**src/rtl/assert_macros.svh**
```systemverilog
// ---------------------------------------------------------------------------
// Assertion macros
// Shared concurrent assertion forms for the knob decoder RTL.
// ---------------------------------------------------------------------------
`ifndef ASSERT_MACROS_SVH
`define ASSERT_MACROS_SVH

// cond must hold at every clock edge outside reset
`define RKD_ASSERT_ALWAYS(name, clk, rstn, cond) \
  name: assert property (@(posedge clk) disable iff (!rstn) (cond)) \
    else $error("assertion failed");

// when pre holds, post must hold in the next cycle
`define RKD_ASSERT_NEXT(name, clk, rstn, pre, post) \
  name: assert property (@(posedge clk) disable iff (!rstn) (pre) |=> (post)) \
    else $error("assertion failed");

`endif

```
**src/rtl/rkd_pkg.sv**
```systemverilog
// ---------------------------------------------------------------------------
// rkd_pkg
// Types and constants shared by the rotary knob decoder modules.
// ---------------------------------------------------------------------------
package rkd_pkg;

  localparam int unsigned LEVEL_W   = 16;
  localparam int unsigned CFG_IDX_W = 2;

  // Q1.15 full scale
  localparam logic [LEVEL_W-1:0] Q_ONE = 16'h8000;

  // threshold register indexes
  localparam logic [CFG_IDX_W-1:0] CFG_HIGH_THR = 2'd0;
  localparam logic [CFG_IDX_W-1:0] CFG_LOW_THR  = 2'd1;

  localparam logic [LEVEL_W-1:0] HIGH_THR_RST = 16'd31130;
  localparam logic [LEVEL_W-1:0] LOW_THR_RST  = 16'd1638;

  // rotation event codes
  localparam logic [1:0] ROT_NONE = 2'd0;
  localparam logic [1:0] ROT_CW   = 2'd1;
  localparam logic [1:0] ROT_CCW  = 2'd2;

  // switch event codes
  localparam logic [1:0] SW_NONE    = 2'd0;
  localparam logic [1:0] SW_PRESS   = 2'd1;
  localparam logic [1:0] SW_RELEASE = 2'd2;

  // bit i set when transition code i is a legal Gray step
  localparam logic [15:0] VALID_STEP = 16'h6996;

  localparam logic [7:0] HIST_CW  = 8'h2b;
  localparam logic [7:0] HIST_CCW = 8'h17;

  typedef struct packed {
    logic [LEVEL_W-1:0] high;
    logic [LEVEL_W-1:0] low;
  } thr_t;

endpackage

```
**src/rtl/rkd_quad.sv**
```systemverilog
// ---------------------------------------------------------------------------
// rkd_quad
// Quadrature transition tracker: code and history registers, detent detect.
// ---------------------------------------------------------------------------
`include "assert_macros.svh"

module rkd_quad
  import rkd_pkg::*;
(
  input  logic       clk_i,
  input  logic       rst_ni,
  input  logic       step_i,
  input  logic       clk_level_i,
  input  logic       dt_level_i,
  output logic [1:0] rotation_event_o
);

  logic [3:0] code_q, code_d;
  logic [7:0] hist_q, hist_d;
  logic       legal;

  always_comb begin
    code_d = {code_q[1:0], dt_level_i, clk_level_i};
    legal  = VALID_STEP[code_d];
    hist_d = legal ? {hist_q[3:0], code_d} : hist_q;
    if (legal && hist_d == HIST_CW) begin
      rotation_event_o = ROT_CW;
    end else if (legal && hist_d == HIST_CCW) begin
      rotation_event_o = ROT_CCW;
    end else begin
      rotation_event_o = ROT_NONE;
    end
  end

  always_ff @(posedge clk_i or negedge rst_ni) begin
    if (!rst_ni) begin
      code_q <= '0;
      hist_q <= '0;
    end else if (step_i) begin
      code_q <= code_d;
      hist_q <= hist_d;
    end
  end

  `RKD_ASSERT_NEXT(a_cw_hist, clk_i, rst_ni,
                   step_i && rotation_event_o == ROT_CW, hist_q == HIST_CW)

endmodule

```
**src/rtl/rkd_debounce.sv**
```systemverilog
// ---------------------------------------------------------------------------
// rkd_debounce
// Switch IIR low-pass filter with hysteresis and press/release detect.
// ---------------------------------------------------------------------------
`include "assert_macros.svh"

module rkd_debounce
  import rkd_pkg::*;
#(
  parameter int unsigned FILTER_WEIGHT = 5
) (
  input  logic       clk_i,
  input  logic       rst_ni,
  input  logic       step_i,
  input  logic       switch_level_i,
  input  thr_t       thr_i,
  output logic [1:0] switch_event_o
);

  localparam int unsigned DIV    = 3 + FILTER_WEIGHT;
  localparam int unsigned NUM_W  = $clog2(DIV * (2 ** LEVEL_W));
  localparam int unsigned DIV_LG = $clog2(DIV);
  localparam int unsigned SHIFT  = NUM_W + DIV_LG;
  localparam int unsigned PROD_W = 2 * NUM_W + 1;
  // reciprocal exact for every NUM_W-bit numerator
  localparam longint unsigned RECIP_L = ((64'd1 << SHIFT) + DIV - 1) / DIV;
  localparam logic [NUM_W:0] RECIP = RECIP_L[NUM_W:0];

  logic [LEVEL_W-1:0] level_q, level_d, filt;
  logic               stable_q, stable_d;
  logic [NUM_W-1:0]   num;
  logic [PROD_W-1:0]  prod;

  always_comb begin
    num  = (switch_level_i ? NUM_W'(3 * 32768) : NUM_W'(0))
         + NUM_W'(level_q) * NUM_W'(FILTER_WEIGHT);
    prod = PROD_W'(num) * PROD_W'(RECIP);
    filt = LEVEL_W'(prod >> SHIFT);

    level_d        = filt;
    stable_d       = stable_q;
    switch_event_o = SW_NONE;
    if (!stable_q && filt >= thr_i.high) begin
      level_d        = Q_ONE;
      stable_d       = 1'b1;
      switch_event_o = SW_PRESS;
    end else if (stable_q && filt <= thr_i.low) begin
      level_d        = '0;
      stable_d       = 1'b0;
      switch_event_o = SW_RELEASE;
    end
  end

  always_ff @(posedge clk_i or negedge rst_ni) begin
    if (!rst_ni) begin
      level_q  <= Q_ONE;
      stable_q <= 1'b1;
    end else if (step_i) begin
      level_q  <= level_d;
      stable_q <= stable_d;
    end
  end

  `RKD_ASSERT_ALWAYS(a_level_max, clk_i, rst_ni, level_q <= Q_ONE)
  `RKD_ASSERT_NEXT(a_press_stable, clk_i, rst_ni,
                   step_i && switch_event_o == SW_PRESS, stable_q && level_q == Q_ONE)

endmodule

```
**src/rtl/rotary_knob_decoder_debouncer.sv**
```systemverilog
// ---------------------------------------------------------------------------
// rotary_knob_decoder_debouncer
// Quadrature knob decoder with IIR switch debounce, one result per sample.
// ---------------------------------------------------------------------------
// Usage:
//  - Input channel (in_valid_i/in_ready_o): one beat per pin sample tick,
//    carrying the encoder clock, data and push switch levels.
//  - Output channel (out_valid_o/out_ready_i): exactly one beat per input
//    beat, with rotation_event_o (none/cw/ccw) and switch_event_o
//    (none/press/release).
//  - Config channel (cfg_valid_i/cfg_ready_o): index 0 high threshold,
//    index 1 low threshold, both Q1.15; other indexes are dropped. Always
//    ready; write only while no sample is in flight.
//  - Timing: an input beat passes the input register, then the result
//    register. Throughput: one sample per cycle while out_ready_i is high;
//    the filter multiply-by-reciprocal and the history compare sit in one stage.
//  - Reset: code and history clear, filter level 1.0, switch stable high,
//    thresholds back to 31130/1638, both registers empty.
//  - Stall: when out_ready_i is low with a result pending, the result register
//    holds; the input register takes a beat only while it is empty, then
//    in_ready_o stays low until the result is taken.
// ---------------------------------------------------------------------------
`include "assert_macros.svh"

module rotary_knob_decoder_debouncer
  import rkd_pkg::*;
#(
  parameter int unsigned FILTER_WEIGHT = 5
) (
  input  logic                 clk_i,
  input  logic                 rst_ni,
  // sample beats
  input  logic                 in_valid_i,
  output logic                 in_ready_o,
  input  logic                 clk_level_i,
  input  logic                 dt_level_i,
  input  logic                 switch_level_i,
  // result beats
  output logic                 out_valid_o,
  input  logic                 out_ready_i,
  output logic [1:0]           rotation_event_o,
  output logic [1:0]           switch_event_o,
  // register writes
  input  logic                 cfg_valid_i,
  output logic                 cfg_ready_o,
  input  logic [CFG_IDX_W-1:0] cfg_index_i,
  input  logic [LEVEL_W-1:0]   cfg_data_i
);

  // input register
  logic       in_valid_q;
  logic       clk_lvl_q, dt_lvl_q, sw_lvl_q;
  // result register
  logic       out_valid_q;
  logic [1:0] rot_q, sw_ev_q;
  logic [1:0] rot_d, sw_ev_d;
  // thresholds
  thr_t       thr_q;

  logic advance;  // result register can take a new value
  logic step;     // input register item is processed this cycle

  assign advance    = !out_valid_q || out_ready_i;
  assign step       = in_valid_q && advance;
  assign in_ready_o = !in_valid_q || advance;
  assign cfg_ready_o = 1'b1;

  always_ff @(posedge clk_i or negedge rst_ni) begin
    if (!rst_ni) begin
      in_valid_q <= 1'b0;
    end else if (in_ready_o) begin
      in_valid_q <= in_valid_i;
    end
  end

  always_ff @(posedge clk_i) begin
    if (in_valid_i && in_ready_o) begin
      clk_lvl_q <= clk_level_i;
      dt_lvl_q  <= dt_level_i;
      sw_lvl_q  <= switch_level_i;
    end
  end

  always_ff @(posedge clk_i or negedge rst_ni) begin
    if (!rst_ni) begin
      thr_q.high <= HIGH_THR_RST;
      thr_q.low  <= LOW_THR_RST;
    end else if (cfg_valid_i && cfg_ready_o) begin
      unique case (cfg_index_i)
        CFG_HIGH_THR: thr_q.high <= cfg_data_i;
        CFG_LOW_THR:  thr_q.low  <= cfg_data_i;
        default: ;
      endcase
    end
  end

  rkd_quad u_quad (
    .clk_i            (clk_i),
    .rst_ni           (rst_ni),
    .step_i           (step),
    .clk_level_i      (clk_lvl_q),
    .dt_level_i       (dt_lvl_q),
    .rotation_event_o (rot_d)
  );

  rkd_debounce #(
    .FILTER_WEIGHT (FILTER_WEIGHT)
  ) u_debounce (
    .clk_i          (clk_i),
    .rst_ni         (rst_ni),
    .step_i         (step),
    .switch_level_i (sw_lvl_q),
    .thr_i          (thr_q),
    .switch_event_o (sw_ev_d)
  );

  always_ff @(posedge clk_i or negedge rst_ni) begin
    if (!rst_ni) begin
      out_valid_q <= 1'b0;
    end else if (advance) begin
      out_valid_q <= in_valid_q;
    end
  end

  always_ff @(posedge clk_i) begin
    if (step) begin
      rot_q   <= rot_d;
      sw_ev_q <= sw_ev_d;
    end
  end

  assign out_valid_o      = out_valid_q;
  assign rotation_event_o = rot_q;
  assign switch_event_o   = sw_ev_q;

  // a held sample is not lost while the result side is stalled
  `RKD_ASSERT_NEXT(a_in_hold, clk_i, rst_ni, in_valid_q && !advance, in_valid_q)

endmodule
```
**config.mk**
```make
export PLATFORM = sky130hd
export DESIGN_NAME = rotary_knob_decoder_debouncer
export DESIGN_NICKNAME = d
export VERILOG_FILES = /design/src/rtl/rkd_pkg.sv /design/src/rtl/rkd_quad.sv /design/src/rtl/rkd_debounce.sv /design/src/rtl/rotary_knob_decoder_debouncer.sv
export VERILOG_INCLUDE_DIRS = /design/src /design/src/rtl
export SDC_FILE = /design/constraint.sdc
export NUM_CORES = 1
export LEC_CHECK = 0
export ABC_AREA = 1
export BUFFER_PORTS_ARGS = -buffer_cell sky130_fd_sc_hd__buf_2
export CAP_MARGIN = 20
export CORE_ASPECT_RATIO = 0.7
export CORE_MARGIN = 2
export CORE_UTILIZATION = 60
export DETAILED_ROUTE_END_ITERATION = 10
export PLACE_DENSITY = 0.79
export RECOVER_POWER = 25
export SYNTH_ARGS = -nofsm -noshare
export SYNTH_HDL_FRONTEND = slang
export SYNTH_SLANG_ARGS = --single-unit
```
**constraint.sdc**
```tcl
create_clock -name clk_i -period 8.2 [get_ports clk_i]
set_clock_uncertainty 0.05 [all_clocks]
set_input_delay 0.41 -clock clk_i [delete_from_list [all_inputs] [get_ports clk_i]]
set_output_delay 0.41 -clock clk_i [all_outputs]
set_load 0.05 [all_outputs]
```
==> qor.yml <==
setup_violations: 0
worst-path-max-fanout: 16
setup_tns_ps: 0
reg2regPathDepth: 22
synth_largest_area_cell: "sky130_fd_sc_hd__dfrtp_1"
min_period_over_period_pct: 51.0
cts_resized: 0
insertion_delay_of_the_later_clocked_pin_in_the_worst_skew_pair_ps: 350
post_synth_top_area_share_pct: 23.3
post_drt_wl_per_cell_microns: 14.5
setup.worst_path.class: "reg2reg"
area_delta_synth_final_pct: 9.75
ys_top_cells_by_area: "sky130_fd_sc_hd__dfrtp_1 (23%), sky130_fd_sc_hd__ha_1 (20%), sky130_fd_sc_hd__nand2_1 (12%)"
die_area_sq_mm: 0.00825
internal_power_w: 0.000920
status: "finished, violations left"
floorplan.rows: 26
grt_antenna_before_repair: 0
cts.sink_count: 66
timing_worst_slew_pin_value_ps: 3170
antenna_cells_inserted: 0
ys_types: 32
clockPowerShare_pct: 15.9
portBuffers: 31
clock_tree_from_tritoncts: "yes"
fillCellCount: 634
rsz0062_at_grt: "false"
placement.setup.worst_slack_ps: 4080
start_util_pct: 62.0
avgViaCountPerCell: 5.41
ys_warn_count: 0
drv_slew: 60
period_minus_slack_ps: 4180
die_x_microns: 108
cp.arrival_ps: 4420
ctsHtreeMaxLevel: 3
yosysMostFrequentCell: "sky130_fd_sc_hd__nand2_1"
core-area_sq_mm: 0.00729
synthArstFlopShare_pct: 89.4
fmax_mhz: 239
grt_first_pass_wirelength_microns: 17400
grt_overflow: 0
cts.root.buffer_cell: "sky130_fd_sc_hd__clkbuf_8"
main_flop_type_after_synthesis: "sky130_fd_sc_hd__dfrtp_1"
maximum_number_of_pins_on_one_net_before_global_route_repair: 60
grt_pass1_vias: 3820
grtUsageTotal_pct: 27.0
layout.area.seq_sq_mm: 0.00171
yosys_register_bits: 66
cts.clk_slew.worst_paths_ps: 80
hold_buffers: 0
crit_path_start_kind: "register"
numCtsBuffers: 9
count_of_routing_violations_after_the_opening_detailed_route_iteration: 244
gp_congestion: 0.988
synthesis.nets: 658
yosys-top-cells-count: "sky130_fd_sc_hd__nand2_1 (147), sky130_fd_sc_hd__inv_1 (92), sky130_fd_sc_hd__ha_1 (71)"
design.final.nets: 691
power_frac_seq_pct: 27.3
p_sw_share_pct: 47.7
layout_setup_ws_ps: 4020
final_hold_vio_count: 0
hpwlAfterDp_microns: 7590
worst_hold_path_type: "in2reg"
power.net_switching_w: 0.000839
antenna_violating_nets_post_route: 0
drv_cap: 1
timing.max_slew.rel_slack_pct: -112
post_synth_instance_area_sq_mm: 0.00452
post_synth_edffs: 7
rrSetupSlack_ps: 4020
post_cts.repair.setup_buffers: 0
critPathCaptureType: "register"
timing.critical_path.required_ps: 8440
synth.yosys.seq_area_share_pct: 37.8
finalHoldWorstSlack_ps: 174
final_layout_size_suffix_gt1_share_pct: 12.1
failed_checks: "capacitance limit, slew limit"
route.vias.total: 3756
cellLeakagePower_nw: 2.79
postSynthCellCount: 558
syn_avg_cell_area_sq_um: 8.10
hold_path_depth: 1
multi_input_area_sq_mm: 0.00240
powerDensity_mw_per_mm2: 355
dr.pass1.iters: 5
p_comb_share_pct: 56.8
route.final.wire_length_microns: 10000
height_of_the_chip_microns: 76.6
cts-root-to-sink-buffers: 2
irDropWorstVdd_mv: 0.177
post-route-drc-count: 0
num_io_pins: 33
## flip-flops by register name, indices dropped and copies added, names as in the netlist
name	count
in_valid_q	1
u_quad.hist_q	6
switch_event_o	2
out_valid_o	1
dt_lvl_q	1
rotation_event_o	2
u_debounce.level_q	16
u_debounce.stable_q	1
thr_q	32
clk_lvl_q	1
sw_lvl_q	1
u_quad.code_q	2
## per-stage QoR
stage / cell area [sq um] / total power (W) / utilization (%) / instances
floorplan: 4520 / 0.00122 / - / 558
global placement: 4750 / 0.00142 / 65.1 / 677
detailed placement: 4750 / 0.00146 / 65.1 / 677
CTS: 4950 / 0.00175 / 67.9 / 693
global route: 4960 / 0.00194 / 68.0 / 694
finish: 4960 / 0.00176 / 68.0 / 694
## layer usage
metal / GRT usage (%) / part of all wire [%] / wire length, microns
met5: 0 / 0 / 0
met4: 9.36 / 2.4 / 244
met3: 9.07 / 7.3 / 733
met2: 41.4 / 44 / 4430
met1: 35.9 / 46 / 4640
## logic make-up (layout without fill, tap and decap cells)
family	Yosys count	count (layout)	share of synthesized area, %
buf+inv	104	142	9.08
other cells	1	1	0.0830
compound gates	86	86	10.4
simple gates	217	217	19.7
fa+ha+maj	74	74	21.0
flops	66	66	37.8
xor+xnor	10	10	1.94
## worst max-delay path: stages, from the launching register on
cell and delay, ps:
sky130_fd_sc_hd__dfrtp_1 400, sky130_fd_sc_hd__ha_1 310, sky130_fd_sc_hd__ha_1 290, sky130_fd_sc_hd__ha_1 170, sky130_fd_sc_hd__inv_1 80, sky130_fd_sc_hd__fa_1 400, sky130_fd_sc_hd__nand3b_1 170, sky130_fd_sc_hd__nand2_1 160
sky130_fd_sc_hd__nand2_1 70, sky130_fd_sc_hd__nand2_1 140, sky130_fd_sc_hd__xor2_1 310, sky130_fd_sc_hd__ha_1 320, sky130_fd_sc_hd__nand2_1 80, sky130_fd_sc_hd__inv_1 50, sky130_fd_sc_hd__nand2_1 70, sky130_fd_sc_hd__nand2_1 60
sky130_fd_sc_hd__nor2_1 90, sky130_fd_sc_hd__nand2_1 90, sky130_fd_sc_hd__nand2_1 90, sky130_fd_sc_hd__nand2_2 70, sky130_fd_sc_hd__a21oi_4 410, sky130_fd_sc_hd__nand3_1 140, sky130_fd_sc_hd__nand2_1 100
## power groups by stage
| stage | sequential, W | combinational, W | clock (W) |
|---|---|---|---|
| after global placement | 0.000482 | 0.000935 | 0 |
| after detailed placement | 0.000485 | 0.000972 | 0 |
| after global routing | 0.000491 | 0.00114 | 0.000302 |
| after CTS | 0.000480 | 0.000990 | 0.000285 |
| final | 0.000481 | 0.000999 | 0.000279 |
| after floorplan | 0.000494 | 0.000725 | 0 |
## cell type report
cell class                      count  area share, %
Inverter                           92           6.96
Clock inverter                      7           1.56
Clock buffer                        9           2.50
Sequential cell                    66           34.4
Timing Repair Buffer               34           3.66
Tap cell                           98           2.47
Multi-Input combinational cell    388           48.4
## placed cells by master (no fill, tap or decap)
master | synthesis | final
sky130_fd_sc_hd__a21oi_4 | 1 | 1
sky130_fd_sc_hd__a21boi_2 | 1 | 1
sky130_fd_sc_hd__nand3b_1 | 2 | 2
sky130_fd_sc_hd__nand3_1 | 31 | 31
sky130_fd_sc_hd__buf_4 | 3 | 1
sky130_fd_sc_hd__nand4_1 | 6 | 6
sky130_fd_sc_hd__o21ai_0 | 47 | 47
sky130_fd_sc_hd__nor3_1 | 4 | 4
sky130_fd_sc_hd__edfxtp_1 | 7 | 7
sky130_fd_sc_hd__a21oi_1 | 28 | 28
sky130_fd_sc_hd__bufinv_16 | 0 | 1
sky130_fd_sc_hd__a31oi_1 | 1 | 1
sky130_fd_sc_hd__nor4_1 | 1 | 1
sky130_fd_sc_hd__a21o_1 | 1 | 1
sky130_fd_sc_hd__xnor2_1 | 2 | 2
sky130_fd_sc_hd__clkinvlp_4 | 0 | 4
sky130_fd_sc_hd__buf_2 | 1 | 31
sky130_fd_sc_hd__a21oi_2 | 1 | 1
sky130_fd_sc_hd__o21bai_1 | 3 | 3
sky130_fd_sc_hd__nand2_1 | 147 | 147
sky130_fd_sc_hd__ha_1 | 71 | 71
sky130_fd_sc_hd__nor2_1 | 23 | 23
sky130_fd_sc_hd__fa_1 | 3 | 3
sky130_fd_sc_hd__inv_6 | 0 | 1
sky130_fd_sc_hd__clkbuf_8 | 0 | 9
sky130_fd_sc_hd__clkinv_4 | 0 | 1
sky130_fd_sc_hd__dfstp_2 | 17 | 17
sky130_fd_sc_hd__inv_1 | 92 | 92
sky130_fd_sc_hd__and2_1 | 1 | 1
sky130_fd_sc_hd__o21ai_2 | 1 | 1
sky130_fd_sc_hd__o22ai_1 | 2 | 2
sky130_fd_sc_hd__conb_1 | 1 | 1
sky130_fd_sc_hd__dfrtp_1 | 42 | 42
sky130_fd_sc_hd__clkbuf_1 | 7 | 1
sky130_fd_sc_hd__nand2_2 | 2 | 2
sky130_fd_sc_hd__buf_8 | 0 | 1
sky130_fd_sc_hd__xor2_1 | 8 | 8
## worst paths after layout
path	start	to
worst min register to register	thr_q[3]	thr_q[3]
worst max-delay path	u_debounce.level_q[2]	u_debounce.level_q[3]
worst max register to register	u_debounce.level_q[2]	u_debounce.level_q[3]
max in group asynchronous	rst_ni	u_quad.hist_q[2]
worst min-delay path	switch_level_i	sw_lvl_q
min in group asynchronous	rst_ni	thr_q[11]
(Power assumes the default switching activity.)
